--- src/rtl/core/sha_pkg.sv ---
package sha_pkg;

  typedef logic [31:0] word_t;
  typedef word_t [7:0] hash_t;
  typedef word_t [15:0] block_t;

  // sequencer states of the top level
  typedef enum logic [2:0] {
    ST_IDLE,
    ST_DATA,
    ST_PAD,
    ST_EXTRA,
    ST_LEN,
    ST_FINAL,
    ST_OUT
  } sha_state_t;

  // status from the round engine
  typedef struct packed {
    logic       done;
    logic [3:0] blk_idx;
  } core_stat_t;

  localparam int BlockBytes = 64;
  localparam int LenByte    = 56;
  localparam int Rounds     = 64;
  localparam logic [7:0] PadMark = 8'h80;

  localparam hash_t HashInit = '{
    0: 32'h6a09e667, 1: 32'hbb67ae85, 2: 32'h3c6ef372, 3: 32'ha54ff53a,
    4: 32'h510e527f, 5: 32'h9b05688c, 6: 32'h1f83d9ab, 7: 32'h5be0cd19
  };

  localparam word_t RoundK [Rounds] = '{
    32'h428a2f98, 32'h71374491, 32'hb5c0fbcf, 32'he9b5dba5,
    32'h3956c25b, 32'h59f111f1, 32'h923f82a4, 32'hab1c5ed5,
    32'hd807aa98, 32'h12835b01, 32'h243185be, 32'h550c7dc3,
    32'h72be5d74, 32'h80deb1fe, 32'h9bdc06a7, 32'hc19bf174,
    32'he49b69c1, 32'hefbe4786, 32'h0fc19dc6, 32'h240ca1cc,
    32'h2de92c6f, 32'h4a7484aa, 32'h5cb0a9dc, 32'h76f988da,
    32'h983e5152, 32'ha831c66d, 32'hb00327c8, 32'hbf597fc7,
    32'hc6e00bf3, 32'hd5a79147, 32'h06ca6351, 32'h14292967,
    32'h27b70a85, 32'h2e1b2138, 32'h4d2c6dfc, 32'h53380d13,
    32'h650a7354, 32'h766a0abb, 32'h81c2c92e, 32'h92722c85,
    32'ha2bfe8a1, 32'ha81a664b, 32'hc24b8b70, 32'hc76c51a3,
    32'hd192e819, 32'hd6990624, 32'hf40e3585, 32'h106aa070,
    32'h19a4c116, 32'h1e376c08, 32'h2748774c, 32'h34b0bcb5,
    32'h391c0cb3, 32'h4ed8aa4a, 32'h5b9cca4f, 32'h682e6ff3,
    32'h748f82ee, 32'h78a5636f, 32'h84c87814, 32'h8cc70208,
    32'h90befffa, 32'ha4506ceb, 32'hbef9a3f7, 32'hc67178f2
  };

endpackage

--- src/rtl/core/sha_in_if.sv ---
interface sha_in_if;
  logic       valid;
  logic       ready;
  logic [7:0] data_byte;
  logic       has_byte;
  logic       end_of_message;

  modport source (output valid, data_byte, has_byte, end_of_message, input ready);
  modport sink (input valid, data_byte, has_byte, end_of_message, output ready);
endinterface

--- src/rtl/core/sha_out_if.sv ---
interface sha_out_if;
  logic        valid;
  logic        ready;
  logic [31:0] digest_word;
  logic        digest_last;

  modport source (output valid, digest_word, digest_last, input ready);
  modport sink (input valid, digest_word, digest_last, output ready);
endinterface

--- src/rtl/core/sha_core.sv ---
module sha_core (
  input  logic                clk,
  input  logic                rst_n,
  input  logic                start,
  input  sha_pkg::hash_t      hash_in,
  input  sha_pkg::word_t      blk_word,
  output sha_pkg::core_stat_t stat,
  output sha_pkg::hash_t      sum_out
);

  function automatic sha_pkg::word_t rotr(sha_pkg::word_t x, int n);
    return (x >> n) | (x << (32 - n));
  endfunction

  logic           busy_r;
  logic           phase_r;
  logic [5:0]     round_r;
  logic           done_r;
  sha_pkg::hash_t v_r;
  sha_pkg::block_t win_r;
  sha_pkg::word_t w_r;
  sha_pkg::word_t hk_r;

  sha_pkg::word_t sched;
  sha_pkg::word_t w_new;
  sha_pkg::word_t t1;
  sha_pkg::word_t t2;
  sha_pkg::word_t ch;
  sha_pkg::word_t maj;

  // message schedule: block words first, then the recurrence over the window
  always_comb begin
    sched = win_r[0]
          + (rotr(win_r[1], 7) ^ rotr(win_r[1], 18) ^ (win_r[1] >> 3))
          + win_r[9]
          + (rotr(win_r[14], 17) ^ rotr(win_r[14], 19) ^ (win_r[14] >> 10));
    w_new = (round_r[5:4] == 2'b00) ? blk_word : sched;
  end

  // round function
  always_comb begin
    ch  = (v_r[4] & v_r[5]) ^ (~v_r[4] & v_r[6]);
    maj = (v_r[0] & v_r[1]) ^ (v_r[0] & v_r[2]) ^ (v_r[1] & v_r[2]);
    t1  = hk_r + w_r + (rotr(v_r[4], 6) ^ rotr(v_r[4], 11) ^ rotr(v_r[4], 25)) + ch;
    t2  = (rotr(v_r[0], 2) ^ rotr(v_r[0], 13) ^ rotr(v_r[0], 22)) + maj;
  end

  // round sequencer: each round has a schedule phase, then an update phase
  always_ff @(posedge clk) begin
    if (!rst_n) begin
      busy_r  <= 1'b0;
      phase_r <= 1'b0;
      round_r <= '0;
      done_r  <= 1'b0;
    end else begin
      done_r <= 1'b0;
      if (start) begin
        busy_r  <= 1'b1;
        phase_r <= 1'b0;
        round_r <= '0;
      end else if (busy_r) begin
        phase_r <= ~phase_r;
        if (phase_r) begin
          round_r <= round_r + 6'd1;
          if (round_r == 6'(sha_pkg::Rounds - 1)) begin
            busy_r <= 1'b0;
            done_r <= 1'b1;
          end
        end
      end
    end
  end

  // working variables and schedule window
  always_ff @(posedge clk) begin
    if (start) begin
      v_r <= hash_in;
    end else if (busy_r && !phase_r) begin
      w_r   <= w_new;
      hk_r  <= v_r[7] + sha_pkg::RoundK[round_r];
      win_r <= {w_new, win_r[15:1]};
    end else if (busy_r && phase_r) begin
      v_r[7] <= v_r[6];
      v_r[6] <= v_r[5];
      v_r[5] <= v_r[4];
      v_r[4] <= v_r[3] + t1;
      v_r[3] <= v_r[2];
      v_r[2] <= v_r[1];
      v_r[1] <= v_r[0];
      v_r[0] <= t1 + t2;
    end
  end

  // chaining add, taken by the top level on done
  always_comb begin
    for (int i = 0; i < 8; i++) begin
      sum_out[i] = hash_in[i] + v_r[i];
    end
  end

  assign stat.done    = done_r;
  assign stat.blk_idx = round_r[3:0];

endmodule

--- src/rtl/core/sha256_stream_hasher_unit.sv ---
// sha-256 over a byte stream
// in_ch: one beat per item, carrying data_byte with has_byte set, and/or
//   end_of_message to close the message (a beat with neither does nothing)
// out_ch: eight beats per message, digest words 0 to 7, digest_last on word 7
// an ordinary byte beat is taken while idle; the beat that fills a 64-byte
//   block starts the round engine, which runs 64 rounds, and in_ch.ready
//   stays low until that compression is done
// on end_of_message: a padding step, then one compression, before the first
//   digest beat is offered; two compressions are needed when fewer than 9
//   bytes are left in the block; an end beat that also fills a block first
//   waits for that block's compression
// no new bytes are taken while a block is compressed, since all blocks go
//   through the shared round engine
// while digest words are waiting, in_ch is not ready; a stalled out_ch simply
//   holds the current word until taken
// reset (rst_n low, synchronous) loads the initial hash values, clears the
//   byte count and returns to idle; hashing restarts from the initial values
//   after every digest
module sha256_stream_hasher_unit (
  input  logic      clk,
  input  logic      rst_n,
  sha_in_if.sink    in_ch,
  sha_out_if.source out_ch
);

  sha_pkg::sha_state_t state_r, state_nxt;
  sha_pkg::hash_t      hash_r, hash_nxt;
  sha_pkg::block_t     block_r, block_nxt;
  logic [63:0]         count_r, count_nxt;
  logic                eom_r, eom_nxt;
  logic [2:0]          k_r, k_nxt;

  logic                core_start;
  sha_pkg::core_stat_t core_stat;
  sha_pkg::hash_t      core_sum;
  logic [5:0]          idx;
  logic [63:0]         len_bits;
  logic [5:0]          pos;
  logic                in_acc;

  sha_core u_core (
    .clk      (clk),
    .rst_n    (rst_n),
    .start    (core_start),
    .hash_in  (hash_r),
    .blk_word (block_r[core_stat.blk_idx]),
    .stat     (core_stat),
    .sum_out  (core_sum)
  );

  assign idx      = count_r[5:0];
  assign len_bits = {count_r[60:0], 3'b000};
  assign in_acc   = in_ch.valid && in_ch.ready;

  // handshake outputs
  assign in_ch.ready        = (state_r == sha_pkg::ST_IDLE);
  assign out_ch.valid       = (state_r == sha_pkg::ST_OUT);
  assign out_ch.digest_word = hash_r[k_r];
  assign out_ch.digest_last = (k_r == 3'd7);

  // sequencer
  always_comb begin
    state_nxt  = state_r;
    hash_nxt   = hash_r;
    block_nxt  = block_r;
    count_nxt  = count_r;
    eom_nxt    = eom_r;
    k_nxt      = k_r;
    core_start = 1'b0;
    pos        = '0;
    case (state_r)
      sha_pkg::ST_IDLE: begin
        if (in_acc) begin
          if (in_ch.has_byte) begin
            block_nxt[idx[5:2]][{~idx[1:0], 3'b000} +: 8] = in_ch.data_byte;
            count_nxt = count_r + 64'd1;
          end
          if (in_ch.has_byte && idx == 6'(sha_pkg::BlockBytes - 1)) begin
            core_start = 1'b1;
            eom_nxt    = in_ch.end_of_message;
            state_nxt  = sha_pkg::ST_DATA;
          end else if (in_ch.end_of_message) begin
            state_nxt = sha_pkg::ST_PAD;
          end
        end
      end
      sha_pkg::ST_DATA: begin
        if (core_stat.done) begin
          hash_nxt  = core_sum;
          state_nxt = eom_r ? sha_pkg::ST_PAD : sha_pkg::ST_IDLE;
        end
      end
      sha_pkg::ST_PAD: begin
        // mark byte after the message, zeros behind it
        for (int j = 0; j < 16; j++) begin
          for (int b = 0; b < 4; b++) begin
            pos = 6'(4 * j + b);
            if (pos == idx) begin
              block_nxt[j][8 * (3 - b) +: 8] = sha_pkg::PadMark;
            end else if (pos > idx) begin
              block_nxt[j][8 * (3 - b) +: 8] = 8'h00;
            end
          end
        end
        core_start = 1'b1;
        if (idx < 6'(sha_pkg::LenByte)) begin
          block_nxt[14] = len_bits[63:32];
          block_nxt[15] = len_bits[31:0];
          state_nxt     = sha_pkg::ST_FINAL;
        end else begin
          state_nxt = sha_pkg::ST_EXTRA;
        end
      end
      sha_pkg::ST_EXTRA: begin
        if (core_stat.done) begin
          hash_nxt  = core_sum;
          state_nxt = sha_pkg::ST_LEN;
        end
      end
      sha_pkg::ST_LEN: begin
        // extra block: all zeros and the bit length
        block_nxt     = '0;
        block_nxt[14] = len_bits[63:32];
        block_nxt[15] = len_bits[31:0];
        core_start    = 1'b1;
        state_nxt     = sha_pkg::ST_FINAL;
      end
      sha_pkg::ST_FINAL: begin
        if (core_stat.done) begin
          hash_nxt  = core_sum;
          k_nxt     = '0;
          state_nxt = sha_pkg::ST_OUT;
        end
      end
      sha_pkg::ST_OUT: begin
        if (out_ch.ready) begin
          k_nxt = k_r + 3'd1;
          if (k_r == 3'd7) begin
            hash_nxt  = sha_pkg::HashInit;
            count_nxt = '0;
            state_nxt = sha_pkg::ST_IDLE;
          end
        end
      end
      default: begin
        state_nxt = sha_pkg::ST_IDLE;
      end
    endcase
  end

  // control state
  always_ff @(posedge clk) begin
    if (!rst_n) begin
      state_r <= sha_pkg::ST_IDLE;
      hash_r  <= sha_pkg::HashInit;
      count_r <= '0;
      eom_r   <= 1'b0;
      k_r     <= '0;
    end else begin
      state_r <= state_nxt;
      hash_r  <= hash_nxt;
      count_r <= count_nxt;
      eom_r   <= eom_nxt;
      k_r     <= k_nxt;
    end
  end

  // block buffer
  always_ff @(posedge clk) begin
    block_r <= block_nxt;
  end

endmodule
--- src/flat_wrapper.sv ---
// flat-port wrapper written by rule: the top's interface ports become plain ports
module sha256_stream_hasher_unit_flat 
  (clk, rst_n, in_ch_valid, in_ch_data_byte, in_ch_has_byte, in_ch_end_of_message, in_ch_ready, out_ch_valid, out_ch_digest_word, out_ch_digest_last, out_ch_ready);
  sha_in_if in_ch_i ();
  sha_out_if out_ch_i ();
  input  logic clk;
  input  logic rst_n;
  input wire logic [$bits(in_ch_i.valid)-1:0] in_ch_valid;
  input wire logic [$bits(in_ch_i.data_byte)-1:0] in_ch_data_byte;
  input wire logic [$bits(in_ch_i.has_byte)-1:0] in_ch_has_byte;
  input wire logic [$bits(in_ch_i.end_of_message)-1:0] in_ch_end_of_message;
  output wire logic [$bits(in_ch_i.ready)-1:0] in_ch_ready;
  output wire logic [$bits(out_ch_i.valid)-1:0] out_ch_valid;
  output wire logic [$bits(out_ch_i.digest_word)-1:0] out_ch_digest_word;
  output wire logic [$bits(out_ch_i.digest_last)-1:0] out_ch_digest_last;
  input wire logic [$bits(out_ch_i.ready)-1:0] out_ch_ready;
  assign in_ch_i.valid = in_ch_valid;
  assign in_ch_i.data_byte = in_ch_data_byte;
  assign in_ch_i.has_byte = in_ch_has_byte;
  assign in_ch_i.end_of_message = in_ch_end_of_message;
  assign in_ch_ready = in_ch_i.ready;
  assign out_ch_valid = out_ch_i.valid;
  assign out_ch_digest_word = out_ch_i.digest_word;
  assign out_ch_digest_last = out_ch_i.digest_last;
  assign out_ch_i.ready = out_ch_ready;
  sha256_stream_hasher_unit u_core (.clk(clk), .rst_n(rst_n), .in_ch(in_ch_i), .out_ch(out_ch_i));
endmodule
--- config.mk ---
export PLATFORM = sky130hd
export DESIGN_NAME = sha256_stream_hasher_unit_flat
export DESIGN_NICKNAME = d
export VERILOG_FILES = /design/src/rtl/core/sha_pkg.sv /design/src/rtl/core/sha_in_if.sv /design/src/rtl/core/sha_out_if.sv /design/src/rtl/core/sha_core.sv /design/src/rtl/core/sha256_stream_hasher_unit.sv /design/src/flat_wrapper.sv
export SDC_FILE = /design/constraint.sdc
export NUM_CORES = 2
export LEC_CHECK = 0
export BUFFER_PORTS_ARGS = -buffer_cell sky130_fd_sc_hd__buf_2
export CAP_MARGIN = 20
export CORE_UTILIZATION = 55
export CTS_BUF_LIST = sky130_fd_sc_hd__clkbuf_2 sky130_fd_sc_hd__clkbuf_4 sky130_fd_sc_hd__clkbuf_8
export DETAILED_ROUTE_END_ITERATION = 16
export GPL_TIMING_DRIVEN = 0
export HOLD_SLACK_MARGIN = 0.08
export PLACE_DENSITY = 0.69
export SKIP_LAST_GASP = 1
export SYNTH_ARGS = -nofsm -noshare
export SYNTH_HDL_FRONTEND = slang
export SYNTH_SLANG_ARGS = --single-unit
--- constraint.sdc ---
create_clock -name clk -period 55 [get_ports clk]
set_input_delay 2.75 -clock clk [delete_from_list [all_inputs] [get_ports clk]]
set_output_delay 2.75 -clock clk [all_outputs]
set_load 0.05 [all_outputs]
==> results.cfg <==
[cts]
cts_tree = yes
cts_made_buffers = 304
clk_latency_ps = 1090
htreeDepth = 5
postCtsResizedCells = 0
root_buffer = clkbuf_8
cts_setup_buffers = 0
cts-hold-fix-buffers = 0
cts.clk_slew.worst_paths_ps = 60
clockBufferDepth = 4
clock-sinks = 1645

[sta]
tightest_slew_ps = 1340
setup_viol = 0
fin_crit_ps = 8470
finalSetupTns_ps = 0
hold_viol_final = 0
post-route-period-util_pct = 15.4
fmax_mhz = 118
rsz0062_at_grt = no
skew_ps = 110
slew_headroom_pct = 10.9
maxSlewViolCount = 0

[placed_design]
place_congestion = 1.08
io_buffers = 47
hpwl_um = 290000
place_area_um2 = 101000

[finish]
num-fill-cells = 14500
final_net_count = 10300
postLayoutCellArea_um2 = 107000
areaGrowthSynthToFinish_pct = 11.2
drive_above_1_share_pct = 10.8

[setup_path]
critPathKind = flop to flop
arrival_ps = 9270
cp_max_fo = 11
reg2reg_slack_ps = 46530
crit_path_start_kind = flop
slowest_stage = nor4_1
crit_chain = clkbuf_1, clkbuf_1, buf_1, buf_8, inv_1, ha_1, clkbuf_1, nor2_1, o21ai_0, a21oi_1, nor4_1, ha_1, o21ai_0, nand2b_1, a21oi_1, inv_1, and3_1, a211oi_1, o31ai_1, o21ai_0, o21ai_0, a21oi_1, xnor2_1
critPathMostFrequentCell = o21ai_0
critical-path-max-stage-delay_ps = 1030
critPathRequiredTime_ps = 55810
end_kind = flop

[synthesis]
synth-seq-cells = 1645
ys_warn_count = 0
yosys.cell_types.count = 101
async_flop_share_pct = 0
syn_avg_cell_area_um2 = 10.4
syn-cell-area_um2 = 95900
netlist_instances = 9237
yosysSeqAreaShare_pct = 48.0
synth_edf_count = 1312
synth.net_count = 9845
synth-main-ff-cell = edfxtp_1

[die]
coreArea_um2 = 172000
io_pins = 49
initial_core_util_pct = 55.6
die_area_um2 = 176000
chipHeight_um = 420
die_x_um = 420
rows = 152

[route]
ant_nets = 0
drt-total-wl_um = 379000
drcViolationCount = 0
first_pass_iters = 7
viasPerCell = 6.50
drt_iter0_markers = 10300
wl_per_cell_um = 30.9
vias = 79700

[outcome]
status = complete, no violations

[grt]
grt_max_degree = 61
grt_pass1_wl_um = 530000
overflow = 0
grt_usage_pct = 42.5
grt_pass1_vias = 75500
antenna_found_initial = 21

[run]
cap_violations = 0

[min_path]
min_path_type = flop to flop
==> area by class of cell <==
type	instances	area, µm²	area share, %
Buffer	523	2020	1.89
Clock buffer	432	5300	4.97
Inverter	236	887	0.831
Antenna cell	16	40.0	0.0375
Timing Repair Buffer	185	1890	1.77
Tap cell	2310	2890	2.71
Sequential cell	1645	46100	43.2
Multi-Input combinational cell	6833	47000	44.1
Clock inverter	83	573	0.537
==> critical path, delay by kind of cell (launching register included) <==
| family | cells | cell delay, ps |
|---|---|---|
| AO/OA/AOI/OAI | 9 | 2300 |
| XOR/XNOR | 1 | 80 |
| adder cells (fa/ha/maj) | 2 | 840 |
| buffers and inverters | 7 | 2800 |
| flip-flops | 1 | 620 |
| AND/OR/NAND/NOR | 4 | 1570 |
==> sequential cells by signal, indices dropped and copies added (netlist names), 6 cells and up, named ones only <==
| signal | count |
|---|---|
| u_core.hash_r | 256 |
| u_core.u_core.hk_r | 32 |
| u_core.u_core.round_r | 6 |
| u_core.count_r | 61 |
| u_core.u_core.v_r | 256 |
| u_core.block_r | 395 |
| u_core.u_core.win_r | 480 |
| u_core.u_core.w_r | 32 |
==> through the flow <==
stage          hold WS [ps]  utilization (%)  setup slack, ps  instances
3_3_place_gp            400             57.4            -3450      11600
6_report                394             61.9            46530      12300
3_5_place_dp            405             58.3            46840      11700
4_1_cts                 395             61.7            46790      12200
2_1_floorplan           400                -            10380       9237
5_1_grt                 397             61.8            46280      12200
==> kinds of logic after synthesis <==
kind of cell               synth area share (%)
and+or+nand+nor                            13.4
AOI/OAI and AO/OA                          14.1
muxes                                      6.32
adders and majority gates                  9.35
xor gates and xnor gates                   5.81
buffers and inverters                      3.00
DFF                                        48.0
==> path summary, 6_finish.rpt <==
| kind | from | to | cells past startpoint |
|---|---|---|---|
| hold reg to reg | u_core.u_core.win_r[405] | u_core.u_core.win_r[373] | 0 |
| setup / recovery | u_core.u_core.round_r[1] | u_core.u_core.hk_r[31] | 23 |
| setup reg to reg | u_core.u_core.round_r[1] | u_core.u_core.hk_r[31] | 23 |
| hold / removal | u_core.u_core.win_r[405] | u_core.u_core.win_r[373] | 0 |
==> per-layer routing <==
layer | wire length [µm] | global-route usage [%]
met5 | 86 | 0
met4 | 32500 | 31.1
met3 | 43700 | 12.7
met2 | 163000 | 62.7
met1 | 140000 | 52.9
==> cells in the mapped netlist, drive strengths merged, types with 69 or more instances <==
cell type,n,area [µm²]
and3,77,482
mux4,230,5180
a21o,189,1420
nand2b,69,432
dfxtp,333,6670
xnor2,436,3820
a21oi,925,4640
inv,234,878
ha,428,5360
o22ai,97,607
buf,90,364
nor3,97,513
nand2,1285,4830
o21ai,458,2300
clkbuf,433,1630
fa,166,3320
nor2,1099,4130
nand3,114,583
edfxtp,1312,39400
xor2,200,1750
==> layout by cell type, fill, tap and decap left out, drive strengths merged, types with 25 or more instances in the layout <==
cell type / netlist / final
clkbuf: 433 / 866
and2: 57 / 57
a311oi: 25 / 25
nor2b: 67 / 67
or3: 35 / 35
nand2b: 69 / 69
xnor2: 436 / 436
mux2i: 41 / 41
nor2: 1099 / 1099
a21o: 189 / 189
ha: 428 / 428
o211ai: 38 / 38
a21boi: 38 / 38
inv: 234 / 237
o21bai: 50 / 50
nand4: 37 / 37
nand3: 114 / 114
a22oi: 48 / 48
edfxtp: 1312 / 1312
o21ai: 458 / 458
o22ai: 97 / 97
and3: 77 / 77
nor3: 97 / 97
o21a: 55 / 55
nand2: 1285 / 1285
o31ai: 37 / 37
dfxtp: 333 / 333
or2: 30 / 30
maj3: 29 / 29
buf: 90 / 274
mux4: 230 / 230
mux2: 42 / 42
a31oi: 47 / 47
xor2: 200 / 200
fa: 166 / 166
a21oi: 925 / 925
a211oi: 58 / 58
clkinv: 2 / 68
Power is left out: the tool's default activity adds up to more than one toggle a clock period on the data nets, which glitch-free logic cannot reach.
